<file path="src/rtl/aapr_pkg.sv">
// ----------------------------------------------------------------------------
// Axis-angle point rotation package
// Shared widths, payload types, codes and the sine and cosine tables.
// ----------------------------------------------------------------------------
package aapr_pkg;

  localparam int COORD_WIDTH    = 16;
  localparam int TRIG_FRAC_BITS = 14;

  localparam int ANGLE_W    = 9;
  localparam int AXIS_W     = 16;
  localparam int AXIS_FRAC  = 14;
  localparam int CFG_IDX_W  = 2;
  localparam int CFG_DATA_W = 16;

  localparam int TRIG_W    = TRIG_FRAC_BITS + 2;
  localparam int TAB_W     = TRIG_FRAC_BITS + 1;
  localparam int TAB_DEPTH = 90;
  localparam int TAB_IDX_W = $clog2(TAB_DEPTH);

  localparam int SQR_W     = 2 * AXIS_W;
  localparam int LEN_W     = 2 * AXIS_W;
  localparam int SQ_SHIFT  = 28;
  localparam int RAD_W     = LEN_W + SQ_SHIFT;
  localparam int ROOT_W    = RAD_W / 2;
  localparam int NUM_W     = TRIG_FRAC_BITS + 34;
  localparam int NUM_TERMS = 9;
  localparam int TERM_IDX_W = $clog2(NUM_TERMS);
  localparam int MW        = TRIG_FRAC_BITS + 4;
  localparam int PROD_W    = MW + COORD_WIDTH;
  localparam int ACC_W     = PROD_W + 2;

  localparam logic [ANGLE_W-1:0] DEG_FULL = ANGLE_W'(360);
  localparam logic [ANGLE_W-1:0] DEG_HALF = ANGLE_W'(180);
  localparam logic [ANGLE_W-1:0] DEG_3Q   = ANGLE_W'(270);
  localparam logic [ANGLE_W-1:0] DEG_QUAD = ANGLE_W'(90);

  localparam logic signed [TRIG_W:0] ONE_TRIG = (TRIG_W + 1)'(1) <<< TRIG_FRAC_BITS;

  localparam logic [63:0] PI_Q30  = 64'd3373259426;
  localparam logic [63:0] ONE_Q30 = 64'd1073741824;
  localparam logic [63:0] SIN_DIV [8] = '{64'd6, 64'd20, 64'd42, 64'd72,
                                          64'd110, 64'd156, 64'd210, 64'd272};
  localparam logic [63:0] COS_DIV [8] = '{64'd2, 64'd12, 64'd30, 64'd56,
                                          64'd90, 64'd132, 64'd182, 64'd240};

  typedef enum logic [CFG_IDX_W-1:0] {
    REG_ANGLE  = 2'd0,
    REG_AXIS_U = 2'd1,
    REG_AXIS_V = 2'd2,
    REG_AXIS_W = 2'd3
  } cfg_reg_e;

  typedef enum logic [3:0] {
    ST_SQUARE,
    ST_LENGTH,
    ST_PRODUCT,
    ST_NUMER,
    ST_ROOT,
    ST_DLOAD,
    ST_DRUN,
    ST_MATRIX,
    ST_DONE
  } setup_state_e;

  typedef struct packed {
    logic signed [COORD_WIDTH-1:0] point_x;
    logic signed [COORD_WIDTH-1:0] point_y;
    logic signed [COORD_WIDTH-1:0] point_z;
  } point_t;

  typedef struct packed {
    logic signed [COORD_WIDTH-1:0] rotated_x;
    logic signed [COORD_WIDTH-1:0] rotated_y;
    logic signed [COORD_WIDTH-1:0] rotated_z;
    logic                          axis_zero;
  } result_t;

  typedef struct packed {
    logic en1;
    logic en2;
  } pipe_ctl_t;

  typedef struct packed {
    logic ready;
    logic zero;
  } setup_sts_t;

  typedef logic [TAB_W-1:0] trig_tab_t [TAB_DEPTH];

  // Long division by shift and subtract, used only while the tables are built.
  function automatic logic [63:0] udiv64(input logic [63:0] a, input logic [63:0] d);
    logic [63:0] q;
    logic [64:0] r;
    q = '0;
    r = '0;
    for (int i = 63; i >= 0; i--) begin
      r = {r[63:0], a[i]};
      if (r >= {1'b0, d}) begin
        r    = r - {1'b0, d};
        q[i] = 1'b1;
      end
    end
    return q;
  endfunction

  function automatic logic [TAB_W-1:0] series_q(input logic [63:0] x, input logic odd);
    logic [63:0]        x2;
    logic [63:0]        term;
    logic signed [63:0] sum;
    x2   = (x * x + 64'd536870912) >> 30;
    term = odd ? x : ONE_Q30;
    sum  = $signed(term);
    for (int n = 0; n < 8; n++) begin
      term = udiv64((term * x2) >> 30, odd ? SIN_DIV[n] : COS_DIV[n]);
      if (!n[0]) begin
        sum = sum - $signed(term);
      end else begin
        sum = sum + $signed(term);
      end
    end
    if (sum < 0) begin
      sum = '0;
    end
    if (sum > $signed(ONE_Q30)) begin
      sum = $signed(ONE_Q30);
    end
    return TAB_W'(($unsigned(sum) + (64'd1 << (29 - TRIG_FRAC_BITS)))
                  >> (30 - TRIG_FRAC_BITS));
  endfunction

  function automatic trig_tab_t build_tab(input logic odd);
    trig_tab_t   t;
    logic [63:0] x;
    for (int r = 0; r < TAB_DEPTH; r++) begin
      x    = (64'(r) * PI_Q30 + 64'd90) / 64'd180;
      t[r] = series_q(x, odd);
    end
    return t;
  endfunction

  localparam trig_tab_t SIN_TAB = build_tab(1'b1);
  localparam trig_tab_t COS_TAB = build_tab(1'b0);

  localparam logic signed [ACC_W:0] SAT_HI =
    {{(ACC_W - COORD_WIDTH + 2){1'b0}}, {(COORD_WIDTH - 1){1'b1}}};
  localparam logic signed [ACC_W:0] SAT_LO =
    {{(ACC_W - COORD_WIDTH + 2){1'b1}}, {(COORD_WIDTH - 1){1'b0}}};

  // Divides by the trig scale, rounding half away from zero, then saturates.
  function automatic logic signed [COORD_WIDTH-1:0] round_sat(
    input logic signed [ACC_W-1:0] acc
  );
    logic               neg;
    logic [ACC_W-1:0]   mag;
    logic [ACC_W-1:0]   quo;
    logic signed [ACC_W:0] res;
    neg = acc[ACC_W-1];
    mag = neg ? ACC_W'(-acc) : ACC_W'(acc);
    quo = (mag + (ACC_W'(1) << (TRIG_FRAC_BITS - 1))) >> TRIG_FRAC_BITS;
    res = neg ? -$signed({1'b0, quo}) : $signed({1'b0, quo});
    if (res > SAT_HI) begin
      res = SAT_HI;
    end
    if (res < SAT_LO) begin
      res = SAT_LO;
    end
    return res[COORD_WIDTH-1:0];
  endfunction

endpackage

</file>
<file path="src/rtl/aapr_lane.sv">
// ----------------------------------------------------------------------------
// Matrix row lane
// Multiplies one matrix row by the point and sums the three products.
// ----------------------------------------------------------------------------
module aapr_lane (
  input  logic                              clk_i,
  input  aapr_pkg::pipe_ctl_t               ctl_i,
  input  aapr_pkg::point_t                  point_i,
  input  logic signed [aapr_pkg::MW-1:0]    row_i [3],
  output logic signed [aapr_pkg::ACC_W-1:0] sum_o
);
  import aapr_pkg::*;

  logic signed [PROD_W-1:0] prod_q [3];
  logic signed [ACC_W-1:0]  sum_q;

  always_ff @(posedge clk_i) begin
    if (ctl_i.en1) begin
      prod_q[0] <= row_i[0] * point_i.point_x;
      prod_q[1] <= row_i[1] * point_i.point_y;
      prod_q[2] <= row_i[2] * point_i.point_z;
    end
    if (ctl_i.en2) begin
      sum_q <= prod_q[0] + prod_q[1] + prod_q[2];
    end
  end

  assign sum_o = sum_q;

endmodule

</file>
<file path="config.mk">
export PLATFORM = sky130hd
export DESIGN_NAME = aapr_lane
export DESIGN_NICKNAME = d
export VERILOG_FILES = /design/src/rtl/aapr_pkg.sv /design/src/rtl/aapr_lane.sv
export SDC_FILE = /design/constraint.sdc
export NUM_CORES = 2
export LEC_CHECK = 0
export ABC_AREA = 0
export ABC_CLOCK_PERIOD_IN_PS = 9100
export BUFFER_PORTS_ARGS = -buffer_cell sky130_fd_sc_hd__buf_2
export CORE_MARGIN = 2
export CORE_UTILIZATION = 40
export CTS_BUF_LIST = sky130_fd_sc_hd__clkbuf_4 sky130_fd_sc_hd__clkbuf_8
export CTS_CLUSTER_SIZE = 25
export DETAILED_ROUTE_END_ITERATION = 10
export MAX_ROUTING_LAYER = met4
export SLEW_MARGIN = 40
export SYNTH_ARGS = -nofsm -noshare
export SYNTH_HDL_FRONTEND = slang
export SYNTH_SLANG_ARGS = --single-unit
export TNS_END_PERCENT = 50
</file>
<file path="constraint.sdc">
create_clock -name clk_i -period 9.1 [get_ports clk_i]
set_clock_uncertainty 0.05 [all_clocks]
set_input_delay 0.91 -clock clk_i [delete_from_list [all_inputs] [get_ports clk_i]]
set_output_delay 0.91 -clock clk_i [all_outputs]
set_load 0.005 [all_outputs]
</file>
# Word level (Yosys, flattened, before mapping)
# Memories as Yosys holds them, arrays and structs flattened.
# Cells that the tools add are included.
[totals]
ff_bits = 36
mem_count = 1
ram_bits = 102
input_bits = 105
out_inout_bits = 36
word_cells = 9
[mem_list]
columns = ["name", "depth", "word_bits", "read_ports", "rd_clocked_by_memory_dff", "wr", "line", "source"]
rows = [
  ["prod_q", 3, 34, 3, 0, 3, "aapr_lane.sv:14", "logic signed [PROD_W-1:0] prod_q [3];"],
]
[op_classes]
multipliers = 3
n_addsub = 2
n_mux = 2
[ops]
columns = ["op", "count"]
rows = [
  ["multiplier 18 x 16 -> 34 bit", 3],
  ["adder 35 x 34 -> 36 bit", 1],
  ["adder 34 x 34 -> 35 bit", 1],
  ["two-way mux 1 bit", 2],
]

# Longest topological paths before layout
[depth]
depth_word = 2
depth_mapped = 24
ltp_nobuf = 23

# Worst setup path before layout
# No wires, ideal clock.
[synth_path]
path_kind = "input -> register"
from = "input port point_i[39] (netlist bit)"
to = "memory prod_q[0][33] (netlist bit), data pin"
required_ps = 8790
stages = 22
slack_ps = 2206
arrival_ps = 6584
path_cell_list = "clkbuf_1 clkbuf_1 nand2_1 fa_1 inv_1 fa_1 fa_1 fa_1 fa_1 inv_1 fa_1 inv_1 ha_1 and3_4 and4_4 and3_1 a311oi_2 a211oi_1 o41ai_2 o21ai_1 a21oi_1 xnor2_1"
[synth_rtl]
columns = ["element", "line", "source"]
rows = [
  ["start, declared", "aapr_lane.sv:8", "input aapr_pkg::point_t point_i,"],
  ["end, declared", "aapr_lane.sv:14", ""],
]

==> results.json <==
{
  "synth-compound-area-share_pct": 5.62,
  "cts_sinks": 138,
  "fp.dieH_microns": 315,
  "clk_latency_ns": 0.48,
  "relSlewSlack_pct": 54.4,
  "ys.flop_type": "edfxtp_1",
  "crit_top_cell": "fa_1",
  "numCtsBuffers": 17,
  "vias_per_cell": 4.92,
  "cap_violations": 0,
  "finalSetupTns_ns": 0,
  "worstMarginPinSlew_ns": 0.677,
  "die_w_microns": 315,
  "areaGrowthSynthToFinish_pct": 5.89,
  "layout_common_cells": "961 x inv_1, 905 x fa_1, 459 x nand2_1, 395 x and2_1, 292 x ha_1",
  "vias": 25900,
  "synth_nets": 5245,
  "drcViolationCount": 0,
  "clk_path_buf_depth": 2,
  "max_freq_ghz": 0.142,
  "hp-class": "reg -> reg",
  "io_pins": 141,
  "final_max_slew_viol_count": 0,
  "min_period_over_period_pct": 77.4,
  "wl_per_cell_microns": 17.4,
  "ys_ff_latch": 138,
  "layout_commonest_cell": "inv_1",
  "portBuffers": 140,
  "antenna_left": 0,
  "synth_edf_count": 138,
  "slowest_stage": "fa_1",
  "drt_iter0_markers": 1488,
  "crit_family": "adder cells",
  "register_area_sq_um": 4140,
  "crit_chain": "buf_2, clkinv_1, nor2_1, fa_1, fa_1, fa_1, fa_1, fa_1, inv_1, fa_1, inv_1, ha_1, and3_4, and4_4, and3_1, a311oi_2, a211oi_1, o41ai_2, o21ai_1, a21oi_1, xnor2_1",
  "critPathLaunchType": "input port",
  "antenna_found_initial": 2,
  "core_sq_um": 95300,
  "period_needed_ns": 7.04,
  "grt_max_degree": 70,
  "fin_nets": 5280,
  "yosysTopAreaCellShare_pct": 46.9,
  "synth_fa_ha_area_share_pct": 56.4,
  "muxShareOfSynthArea_pct": 0,
  "finalInstanceArea_sq_um": 40900,
  "cp_data_required_time_ns": 9.29,
  "rsz0062_at_grt": "false",
  "ys_seq_area_share_pct": 10.7,
  "synth_warnings": 0,
  "critPathMaxFanout": 10,
  "grt_pass1_wl_mm": 153,
  "path_clk_slew_ns": 0.08,
  "start_util_pct": 40.5,
  "synth_top_family_by_area": "adder cells",
  "grt_util_all_layers_pct": 20.2,
  "postCtsHoldBufs": 0,
  "critPathArrivalTime_ns": 7.23,
  "hold_violations": 0,
  "synth-simple-area-share_pct": 13.5,
  "post_cts_buffers": 0,
  "synth_area_leader_cell": "fa_1",
  "synth.distinct_cells": 67,
  "syn_area_sq_um": 38600,
  "placed_area_sq_um": 40500,
  "multiInputGateArea_sq_um": 30400,
  "hpwlAfterDp_mm": 75.3,
  "synth_xor_area_share_pct": 3.20,
  "routed_wl_mm": 91.3,
  "place.gp.congestion": 0.883,
  "drive_gt1_share_pct": 4.81,
  "status": "complete, no violations",
  "fillers": 9363,
  "cts_root_buf": "clkbuf_8",
  "critPathKind": "in -> reg",
  "cts_resized": 0,
  "grt_overflow_total": 0,
  "syn_avg_cell_area_sq_um": 9.79,
  "critPathBufInv": 4,
  "setup_viol": 0,
  "synth_area_leaders": "fa_1 47%, edfxtp_1 11%, ha_1 9.5%",
  "core.rowCount": 113,
  "max_stage_delay_ns": 0.59,
  "grt_pass1_vias": 28100,
  "firstDrtPassIters": 5,
  "synthCells": 3943,
  "die-area_sq_um": 99000,
  "h-tree-depth": 4,
  "critPathCaptureType": "register",
  "async_flop_share_pct": 0,
  "tritoncts": "done"
}
-- registers in the layout, summed over array words and instances (netlist names) --
signal / flops
prod_q: 102
sum_o: 36
-- final cells by class --
type / instances / area share (%)
multi-input cells: 2717 / 74.3
flip-flops and latches: 138 / 10.1
inverters: 962 / 8.83
well taps: 1265 / 3.87
repair buffers: 142 / 1.77
clock buffers: 18 / 0.591
clock inverters: 14 / 0.474
diodes: 2 / 0.0122
-- metal layers --
metal / routed length [microns] / GRT usage (%) / vias up / share of wire (%)
met5: 0 / - / - / 0
li1: - / - / 11800 / -
met1: 42800 / 28.5 / 13300 / 47
met4: 2190 / 4.89 / 0 / 2.4
met2: 41700 / 31.3 / 643 / 46
met3: 4530 / 2.34 / 103 / 5.0
-- kinds of logic after synthesis --
kind of cell             count (synthesis)
adder cells (fa/ha/maj)               1197
buffers and inverters                 1088
AND/OR/NAND/NOR                       1053
AO/OA/AOI/OAI                          326
XOR/XNOR                               141
flip-flops                             138
-- metrics by stage --
step / hold slack (ns) / setup WS (ns) / cells / utilization (%)
final: 0.763 / 2.06 / 5258 / 42.9
after global routing: 0.797 / 1.81 / 5257 / 42.9
after CTS: 0.765 / 2.10 / 5256 / 42.9
after detailed placement: 0.739 / 1.58 / 5224 / 42.4
after global placement: 0.735 / 1.68 / 5224 / 42.4
after floorplan: 0.630 / 2.21 / 3943 / -
-- path summary, 6_finish.rpt --
| kind | start | to | slack (ns) | cells past startpoint |
|---|---|---|---|---|
| max | point_i[47] | prod_q[0][31]$_DFFE_PP_ | 2.06 | 21 |
| min | prod_q[0][34]$_DFFE_PP_ | sum_o[0]$_DFFE_PP_ | 0.76 | 3 |
| min reg2reg | prod_q[0][34]$_DFFE_PP_ | sum_o[0]$_DFFE_PP_ | 0.76 | 3 |
| max reg2reg | prod_q[0][69]$_DFFE_PP_ | sum_o[33]$_DFFE_PP_ | 5.04 | 13 |
-- cell usage after synthesis, drive strengths merged (8+ instances only) --
library cell / count
nor3: 16
a31oi: 8
clkbuf: 121
nand2b: 27
o21a: 21
inv: 961
a21oi: 92
xnor2: 111
a21o: 60
a211oi: 16
nand3: 20
xor2: 30
edfxtp: 138
ha: 292
o21bai: 16
nand4: 12
and3: 9
o21ai: 59
fa: 905
nor2: 86
and2: 395
nand2: 459
-- tightest hold or removal path, stage by stage (launching register included) --
cell and delay [ns]:
edfxtp_1 0.36, inv_1 0.08, fa_1 0.17, inv_1 0.05
Power is left out: the tool's default activity adds up to more than one toggle a clock period on the data nets, which glitch-free logic cannot reach.
